<file path="config.mk">
export PLATFORM = sky130hd
export DESIGN_NAME = msrc_result_flat
export DESIGN_NICKNAME = d
export VERILOG_FILES = /design/src/rtl/msrc_pkg.sv /design/src/rtl/msrc_out_if.sv /design/src/rtl/msrc_result.sv /design/src/flat_wrapper.sv
export SDC_FILE = /design/constraint.sdc
export NUM_CORES = 1
export LEC_CHECK = 0
export ABC_AREA = 1
export BUFFER_PORTS_ARGS = -buffer_cell sky130_fd_sc_hd__buf_4
export CORE_UTILIZATION = 41
export DETAILED_ROUTE_END_ITERATION = 12
export PLACE_DENSITY_LB_ADDON = 0.2
export RECOVER_POWER = 100
export SYNTH_ARGS = -nofsm -noshare
export SYNTH_HDL_FRONTEND = slang
export SYNTH_SLANG_ARGS = --single-unit
</file>
<file path="constraint.sdc">
create_clock -name clk -period 0.9 [get_ports clk]
set_input_delay 0.27 -clock clk [delete_from_list [all_inputs] [get_ports clk]]
set_output_delay 0.27 -clock clk [all_outputs]
set_load 0.03 [all_outputs]
</file>
<file path="src/rtl/msrc_pkg.sv">
// Shared types, codes and the CRC-16 byte step for the Modbus sensor reply checker.
// No dependencies; every other file in rtl/ refers to this package by scoped names.
package msrc_pkg;

    localparam int unsigned FrameBytes = 9;
    localparam int unsigned CrcBytes   = 7;
    localparam logic [15:0] CRC_INIT   = 16'hFFFF;
    localparam logic [15:0] CRC_POLY   = 16'hA001;
    localparam logic [15:0] TEMP_LIMIT_RESET = 16'd2000;
    localparam logic signed [16:0] HUM_INVALID = 17'h1FFFF;

    localparam logic [3:0] BYTE_HUM_HI = 4'd3;
    localparam logic [3:0] BYTE_HUM_LO = 4'd4;
    localparam logic [3:0] BYTE_TMP_HI = 4'd5;
    localparam logic [3:0] BYTE_TMP_LO = 4'd6;
    localparam logic [3:0] BYTE_CRC_LO = 4'd7;
    localparam logic [3:0] BYTE_CRC_HI = 4'd8;
    localparam logic [3:0] BYTE_FULL   = 4'(FrameBytes);
    localparam logic [3:0] BYTE_CRC_END = 4'(CrcBytes);

    typedef enum logic {
        MODE_BYTE = 1'b0,
        MODE_END  = 1'b1
    } mode_t;

    typedef enum logic [1:0] {
        STATUS_VALID       = 2'd0,
        STATUS_CRC_ERROR   = 2'd1,
        STATUS_NO_RESPONSE = 2'd2
    } status_t;

    typedef struct packed {
        logic [3:0]  count;
        logic [15:0] crc;
        logic [15:0] hum;
        logic [15:0] temp;
        logic [15:0] rx_crc;
    } frame_t;

    function automatic logic [15:0] crc_step(input logic [15:0] crc_in, input logic [7:0] data);
        logic [15:0] c;
        c = crc_in ^ {8'h00, data};
        for (int k = 0; k < 8; k++) begin
            if (c[0])
                c = (c >> 1) ^ CRC_POLY;
            else
                c = c >> 1;
        end
        return c;
    endfunction

endpackage

</file>
<file path="src/rtl/msrc_out_if.sv">
// Result channel: status, humidity and temperature with valid/ready.
// Depends on msrc_pkg for the status code type.
interface msrc_out_if;
    logic               valid;
    logic               ready;
    msrc_pkg::status_t  status;
    logic signed [16:0] humidity;
    logic [15:0]        temperature;

    modport source (output valid, output status, output humidity, output temperature,
                    input ready);
    modport sink   (input valid, input status, input humidity, input temperature,
                    output ready);
endinterface

</file>
<file path="src/rtl/msrc_result.sv">
// Reply evaluation and result register: CRC check, temperature clamp, last good value.
// Depends on msrc_pkg (frame_t, status codes) and msrc_out_if.
module msrc_result (
    input  logic             clk,
    input  logic             rst_n,
    input  logic             end_fire,
    input  msrc_pkg::frame_t frame,
    input  logic [15:0]      temp_limit,
    msrc_out_if.source       result
);

    logic               valid_reg;
    logic               valid_next;
    msrc_pkg::status_t  status_reg;
    msrc_pkg::status_t  status_next;
    logic signed [16:0] hum_reg;
    logic signed [16:0] hum_next;
    logic [15:0]        temp_reg;
    logic [15:0]        temp_next;
    logic [15:0]        last_temp_reg;
    logic [15:0]        last_temp_next;
    logic [15:0]        clamped;

    assign clamped = (frame.temp > temp_limit) ? 16'd0 : frame.temp;

    always_comb
    begin
        last_temp_next = last_temp_reg;
        status_next    = msrc_pkg::STATUS_CRC_ERROR;
        hum_next       = msrc_pkg::HUM_INVALID;
        temp_next      = last_temp_reg;
        if (frame.count == 4'd0)
        begin
            status_next = msrc_pkg::STATUS_NO_RESPONSE;
        end
        else if ((frame.count == msrc_pkg::BYTE_FULL) && (frame.crc == frame.rx_crc))
        begin
            status_next = msrc_pkg::STATUS_VALID;
            hum_next    = {1'b0, frame.hum};
            temp_next   = clamped;
            if (end_fire)
                last_temp_next = clamped;
        end
        valid_next = end_fire || (valid_reg && !result.ready);
    end

    always_ff @(posedge clk or negedge rst_n)
    begin
        if (!rst_n)
        begin
            valid_reg     <= 1'b0;
            last_temp_reg <= 16'd0;
        end
        else
        begin
            valid_reg     <= valid_next;
            last_temp_reg <= last_temp_next;
        end
    end

    always_ff @(posedge clk)
    begin
        if (end_fire)
        begin
            status_reg <= status_next;
            hum_reg    <= hum_next;
            temp_reg   <= temp_next;
        end
    end

    assign result.valid       = valid_reg;
    assign result.status      = status_reg;
    assign result.humidity    = hum_reg;
    assign result.temperature = temp_reg;

endmodule

</file>
<file path="src/flat_wrapper.sv">
// flat-port wrapper written by rule: the top's interface ports become plain ports
module msrc_result_flat 
  (clk, rst_n, end_fire, frame, temp_limit, result_valid, result_status, result_humidity, result_temperature, result_ready);
  msrc_out_if result_i ();
  input  logic clk;
  input  logic rst_n;
  input  logic end_fire;
  input  msrc_pkg::frame_t frame;
  input  logic [15:0] temp_limit;
  output wire logic [$bits(result_i.valid)-1:0] result_valid;
  output wire logic [$bits(result_i.status)-1:0] result_status;
  output wire logic [$bits(result_i.humidity)-1:0] result_humidity;
  output wire logic [$bits(result_i.temperature)-1:0] result_temperature;
  input wire logic [$bits(result_i.ready)-1:0] result_ready;
  assign result_valid = result_i.valid;
  assign result_status = result_i.status;
  assign result_humidity = result_i.humidity;
  assign result_temperature = result_i.temperature;
  assign result_i.ready = result_ready;
  msrc_result u_core (.clk(clk), .rst_n(rst_n), .end_fire(end_fire), .frame(frame), .temp_limit(temp_limit), .result(result_i));
endmodule
</file>
==> PnR_summary.wiki, run 1 <==
{| class="wikitable"
! Metric !! Value
|-
| Most used routing layer in global routing || met2
|-
| Cell with the largest stage delay on the worst path || ha_4
|-
| Summed area of non-filler cells in the final layout || 0.00535 mm2
|-
| Pin count of the biggest net entering global routing || 25
|-
| Sequential fraction of the synthesis area || 0.494
|-
| FF/Latch Area || approximately 0.0015 mm2
|-
| DRC violation count after routing || 0
|-
| Total routed wirelength || 8.70 mm
|-
| Final Total Pwr || 5.88 mW
|-
| Final hold violation count || 0
|-
| Root Buffer || clkbuf_8
|-
| Residual antenna-violating net count after detailed routing || 0
|-
| Cell class contributing the biggest share of worst-path delay || simple AND/OR/NAND/NOR gates
|-
| Number of flip-flops under the largest register name || 17
|-
| Clock Tree Buf Depth || 2
|-
| Via count normalized by instance count || 4.78
|-
| Worst Path Max Fanout || 12
|-
| Static leakage power || 2.62 nW
|-
| Clock latency on the worst-skew pair || 300 ps
|-
| Path type of the worst setup path || primary input to flop
|-
| Total Routing Usage GR || 0.212
|-
| Worst hold start || result_ready
|-
| Die height || 87.4 um
|-
| Cell area reported after detailed placement || 0.00461 mm2
|-
| Clock tree sinks || 52
|-
| Critical Path RT || between 900 and 1000 ps
|-
| Initial cell density of the core || 0.432
|-
| Final antenna diode count || 0
|-
| Post-synth net total || 470
|-
| Commonest cells after routing, fill and taps aside || nand2_1 (109), buf_4 (97), buf_6 (57)
|-
| Clock transition at path regs || 100 ps
|-
| Mean Syn Cell Area || approximately 8.2 um2
|-
| Area taken by multi-input logic gates || 0.00172 mm2
|-
| Cell-by-cell listing of the critical path || buf_4 > ha_4 > nand2_2 > nor3_2 > nand2_1 > nand2_2 > nand2_4 > buf_12 > nand3_2 > nand2_1
|-
| Violated checks || negative setup slack
|-
| GRT met3 Usage || 0.0265
|-
| Count of buffers inserted at the top-level ports || between 100 and 150
|-
| Cell area power density || 1100 mW/mm2
|-
| Max incr delay on CP || ~270 ps
|-
| CTS tree || yes
|-
| Internal Pwr Total || 4.27 mW
|-
| Clock group share of total power || 0.277
|-
| Type of the tightest min-delay check || primary input to flop
|-
| Number of core rows || 30
|-
| H-tree depth || 2
|-
| Final routed wire length divided by cell count || ~14 um
|-
| Worst vdd rail ir drop || 0.821 mV
|-
| Destination of the worst register-to-register timing path || u_core.result.temperature[5]$_DFFE_PP_
|-
| Post-placement worst setup slack || -857 ps
|-
| Fraction of met1 tracks used by global routing || 0.225
|-
| Met2 routing resource usage after global routing || 0.428
|-
| Total CTS buffers || 5
|-
| Final setup vio count || 103
|-
| Cells after Synth || 366
|-
| Via count || a little over 3,000
|-
| Placed wire-length estimate after detailed placement || around 6 mm
|-
| Count of buffering cells on the critical path with inverters included || 2
|-
| Max Clock Skew || roughly 12 ps
|-
| Register-to-Register Path Depth || 2
|-
| Die width || 87.4 um
|-
| Die Footprint || 0.00763 mm2
|-
| Crit path arrival time || 1500 ps
|-
| Placeable core region || 0.00691 mm2
|-
| GP Congestion || about 0.8
|-
| Count of distinct cell types in the synthesized netlist || 27
|-
| Worst hold path stage count || 2
|-
| Max-cap viol count || 0
|-
| Total negative slack || -32,800 ps
|-
| Net load switching power || 1.61 mW
|-
| Most frequent standard cell in the layout excluding fill and tap cells || nand2_1
|-
| Unrepaired setup endpoints after global routing || true
|-
| Number of DRC markers after the initial detailed-route iteration || 95
|-
| WHS Endpoint || u_core.result.valid$_DFF_PN0_
|-
| Time the final worst path needs with I/O delays and setup || 1440 ps
|-
| Number of nets at the end of the flow || 643
|-
| Portion of total power attributed to sequential cells || 0.453
|-
| Endpoint type of the worst setup path || flop
|-
| Worst slew pin tran || 498 ps
|-
| Number of cells in the design after placement || ~600
|-
| First-pass GRT wire length || 12.5 mm
|-
| Status || finished with violations
|-
| Count of pins on the block boundary || 124
|-
| Worst setup slack for register-to-register paths || 110 ps
|-
| Area of the mapped netlist || 0.00299 mm2
|-
| Switching fraction of total power || 0.274
|-
| Via count of the first global-routing pass || 2,957
|-
| Startpoint of the worst-slack reg-to-reg timing path || u_core.last_temp_reg[5]$_DFFE_PN0P_
|-
| Relative slew slack || 0.668
|-
| Critical path launch point type || primary input
|-
| Number of synthesized register bits || 52
|-
| Number of antenna violations at the first check in global routing || 0
|-
| Peak Freq || 0.694 GHz
|-
| Combinational group share of total power || 0.271
|-
| Warning count from the yosys run || 0
|-
| Final instance count without filler cells || 636
|-
| Setup ws final || -541 ps
|-
| Detailed-router iteration count before antenna repair || 4
|-
| Fraction of final layout cells sized beyond drive strength 1 || 0.554
|-
| Fillcell total || approximately 500
|-
| Remaining global-route overflow || 0
|-
| Crit share post-route || 1.60
|-
| Area overhead of the layout relative to synthesis || 79.1%
|-
| Max Transition Viols Final || 0
|}
worst max-delay path by stage:
stage,slack [ps],from,to,depth (start not counted)
after global placement,-830,frame[24],u_core.result.temperature[11]$_DFFE_PP_,10
after global routing,-610,frame[31],u_core.result.temperature[11]$_DFFE_PP_,10
after CTS,-510,frame[30],u_core.result.temperature[4]$_DFFE_PP_,10
final,-540,frame[31],u_core.result.temperature[4]$_DFFE_PP_,10
after floorplan,-600,temp_limit[3],u_core.result.temperature[11]$_DFFE_PP_,14
after detailed placement,-860,frame[24],u_core.result.temperature[11]$_DFFE_PP_,10
timing repair:
| action | in CTS | in global routing |
|---|---|---|
| hold endpoints to repair | 17 | 0 |
| hold buffers | 1 | 0 |
| pin swaps | 8 | 25 |
| resized for setup | 75 | 47 |
| setup endpoints to repair | 86 | 86 |
| buffers inserted | 7 | 4 |
| cloned | 4 | 2 |
synthesized netlist by cell type (all sizes together):
library cell / n / area (um2)
buf: 8 / 55.1
xor2: 1 / 8.76
nand3: 35 / 188
inv: 52 / 195
dfrtp: 17 / 425
o21ai: 2 / 10.0
nor3: 2 / 10.0
nand4: 2 / 12.5
a21oi: 6 / 30.0
edfxtp: 35 / 1050
ha: 16 / 200
nor2: 32 / 149
a21o: 1 / 7.51
nand2: 138 / 528
clkbuf: 1 / 3.75
nor4: 1 / 6.26
or2: 17 / 106
logic make-up (layout without fill, tap and decap cells):
kind of cell / Yosys count / in the layout / share of synthesized area
and+or+nand+nor: 227 / 228 / 0.335
AOI/OAI and AO/OA: 9 / 9 / 0.0159
xor gates and xnor gates: 1 / 1 / 0.00293
buffers and inverters: 61 / 234 / 0.0850
DFF: 52 / 52 / 0.494
adders and majority gates: 16 / 16 / 0.0670
routing by layer:
metal  up-vias  share of wire
met5         -              0
met1      1446           0.39
met4         0          0.010
li1       1495              -
met3         6          0.046
met2        94           0.55
final cells by class:
| type | count | share of cell area |
|---|---|---|
| Clock buffer | 5 | 0.0129 |
| Clock inverter | 3 | 0.00865 |
| Inverter | 52 | 0.0444 |
| Tap cell | 96 | 0.0225 |
| Multi-Input combinational cell | 254 | 0.322 |
| Sequential cell | 52 | 0.276 |
| Timing Repair Buffer | 174 | 0.314 |
stage by stage:
step | hold WS [ps] | utilization
5_1_grt | 153 | 0.775
3_5_place_dp | 153 | 0.668
2_1_floorplan | -25.6 | -
3_3_place_gp | 150 | 0.668
6_report | 155 | 0.775
4_1_cts | 157 | 0.747
power by group through the flow:
stage	combinational, mW	sequential, mW	clock (mW)
2_1_floorplan	0.447	2.85	0
3_3_place_gp	1.32	2.69	0
6_report	1.59	2.66	1.63
4_1_cts	1.49	2.66	1.64
5_1_grt	1.71	2.67	1.70
3_5_place_dp	1.35	2.70	0
Note: power is estimated with default switching activity, not from simulation.
==> run 2: changes to the inputs <==
RECOVER_POWER = 25   (was 100)
==> run 2 against run 1 <==
Clock skew about the same; the run still ends with negative setup slack left; global-route usage stayed put; non-clock buffer count did not move; total power about the same; design area increased by 0.19%; wire length about the same; sequential power hardly changed; highest routed layer unchanged; critical endpoint unchanged; combinational power hardly changed; clock power about the same.
==> PnR_summary.wiki, run 2 (synthesis results as in run 1) <==
{| class="wikitable"
! Metric !! Value
|-
| Number of flip-flops under the largest register name || 17
|-
| Setup ws final || -541 ps
|-
| Final Total Pwr || 5.88 mW
|-
| Post-placement worst setup slack || -857 ps
|-
| DRC violation count after routing || 0
|-
| Fillcell total || just under 500
|-
| Number of DRC markers after the initial detailed-route iteration || between 100 and 150
|-
| H-tree depth || 2
|-
| GP Congestion || between 0.7 and 0.8
|-
| Max Clock Skew || 12.1 ps
|-
| Via count of the first global-routing pass || 2,957
|-
| Final routed wire length divided by cell count || 13.7 um
|-
| Number of antenna violations at the first check in global routing || 0
|-
| Final hold violation count || 0
|-
| Violated checks || negative setup slack
|-
| Clock transition at path regs || 100 ps
|-
| Destination of the worst register-to-register timing path || u_core.result.temperature[5]$_DFFE_PP_
|-
| Total Routing Usage GR || 0.212
|-
| WHS || 155 ps
|-
| Peak Freq || 0.694 GHz
|-
| Via count normalized by instance count || 4.77
|-
| Via count || 3,033
|-
| Final antenna diode count || 0
|-
| Most frequent standard cell in the layout excluding fill and tap cells || nand2_1
|-
| Cell area power density || roughly 1100 mW/mm2
|-
| Area overhead of the layout relative to synthesis || 79.5%
|-
| Die Footprint || around 0.0076 mm2
|-
| Clock latency on the worst-skew pair || 300 ps
|-
| Type of the tightest min-delay check || primary input to flop
|-
| Clock tree sinks || 52
|-
| Max-cap viol count || 0
|-
| Critical path launch point type || primary input
|-
| Register-to-Register Path Depth || 2
|-
| Total routed wirelength || 8.70 mm
|-
| Die height || 87.4 um
|-
| Fraction of final layout cells sized beyond drive strength 1 || 0.557
|-
| Total CTS buffers || 5
|-
| Number of core rows || 30
|-
| Critical Path RT || 960 ps
|-
| Status || finished with violations
|-
| Residual antenna-violating net count after detailed routing || 0
|-
| Worst slew pin tran || between 400 and 500 ps
|-
| Die width || 87.4 um
|-
| FF/Latch Area || 0.00148 mm2
|-
| Initial cell density of the core || 0.432
|-
| Crit share post-route || 1.60
|-
| Crit path arrival time || 1500 ps
|-
| Count of pins on the block boundary || 124
|-
| Worst hold path stage count || 2
|-
| Commonest cells after routing, fill and taps aside || nand2_1 (109), buf_4 (102), buf_6 (57)
|-
| Root Buffer || clkbuf_8
|-
| Area taken by multi-input logic gates || 0.00172 mm2
|-
| WHS Endpoint || u_core.result.valid$_DFF_PN0_
|-
| Remaining global-route overflow || 0
|-
| Relative slew slack || 0.669
|-
| Startpoint of the worst-slack reg-to-reg timing path || u_core.last_temp_reg[5]$_DFFE_PN0P_
|-
| Worst Path Max Fanout || 12
|-
| Static leakage power || 2.63 nW
|-
| Worst vdd rail ir drop || 0.821 mV
|-
| Count of buffers inserted at the top-level ports || 123
|-
| Unrepaired setup endpoints after global routing || true
|-
| Endpoint type of the worst setup path || flop
|-
| Number of nets at the end of the flow || between 600 and 700
|-
| Time the final worst path needs with I/O delays and setup || 1440 ps
|-
| CTS tree || yes
|-
| Clock Tree Buf Depth || 2
|-
| Pin count of the biggest net entering global routing || 25
|-
| Worst hold start || result_ready
|-
| Max Transition Viols Final || 0
|-
| Path type of the worst setup path || primary input to flop
|-
| Detailed-router iteration count before antenna repair || 4
|-
| Worst setup slack for register-to-register paths || 120 ps
|-
| Placeable core region || 0.00691 mm2
|-
| Total negative slack || -31,230 ps
|-
| Final setup vio count || 100
|-
| Placed wire-length estimate after detailed placement || ~6.0 mm
|-
| First-pass GRT wire length || 12.5 mm
|}
[run 2: cell count changes in the layout (fill, tap and decap cells not counted)]
| cell | change |
|---|---|
| buf_4 | +5 |
| clkbuf_1 | -2 |
| clkbuf_2 | -1 |
| clkbuf_4 | -2 |
[run 2: cell type report]
class | instances | share of cell area
tap | 96 | 0.0224
clock buffer | 5 | 0.0128
inverter | 52 | 0.0444
sequential | 52 | 0.275
timing repair buffer | 174 | 0.315
clock inverter | 3 | 0.00864
multi-input combinational | 254 | 0.321
[run 2: how the worst max path moves through the flow]
stage | startpoint | cells past startpoint | slack, ps | to
after global routing | frame[31] | 10 | -610 | u_core.result.temperature[11]$_DFFE_PP_
after global placement | frame[24] | 10 | -830 | u_core.result.temperature[11]$_DFFE_PP_
final | frame[31] | 10 | -540 | u_core.result.temperature[4]$_DFFE_PP_
after CTS | frame[30] | 10 | -510 | u_core.result.temperature[4]$_DFFE_PP_
after detailed placement | frame[24] | 10 | -860 | u_core.result.temperature[11]$_DFFE_PP_
after floorplan | temp_limit[3] | 14 | -600 | u_core.result.temperature[11]$_DFFE_PP_
[run 2: repair_timing]
item,in CTS,in global routing
resized for setup,75,47
cloned,4,2
hold endpoints to repair,17,0
setup endpoints to repair,86,86
setup buffers,7,4
pin swaps,8,25
hold buffers,1,0
[run 2: per-stage QoR]
stage | std cells | area (um2) | utilization
5_1_grt | 636 | 5360 | 0.776
6_report | 636 | 5360 | 0.776
3_5_place_dp | 610 | 4610 | 0.668
4_1_cts | 630 | 5160 | 0.747
3_3_place_gp | 610 | 4610 | 0.668
2_1_floorplan | 366 | 3350 | -
[run 2: report_power, final]
part / switching [mW] / internal, mW / leakage, nW
sequential: 0.0361 / 2.62 / 0.591
clock: 0.790 / 0.838 / 0.0548
combinational: 0.783 / 0.813 / 1.98
[run 2: worst max-delay path, stage by stage]
cell and delay [ps]:
buf_4 130, ha_4 270, nand2_2 60, nor3_2 230, nand2_1 100, nand2_2 90, nand2_4 70, buf_12 160
nand3_2 60, nand2_1 50
[run 2: layer usage]
| metal | global-route usage | share of wire | vias up |
|---|---|---|---|
| li1 | - | - | 1495 |
| met1 | 0.225 | 0.39 | 1426 |
| met2 | 0.428 | 0.55 | 104 |
| met3 | 0.0265 | 0.048 | 8 |
| met4 | 0.0641 | 0.011 | 0 |
| met5 | 0 | 0 | - |
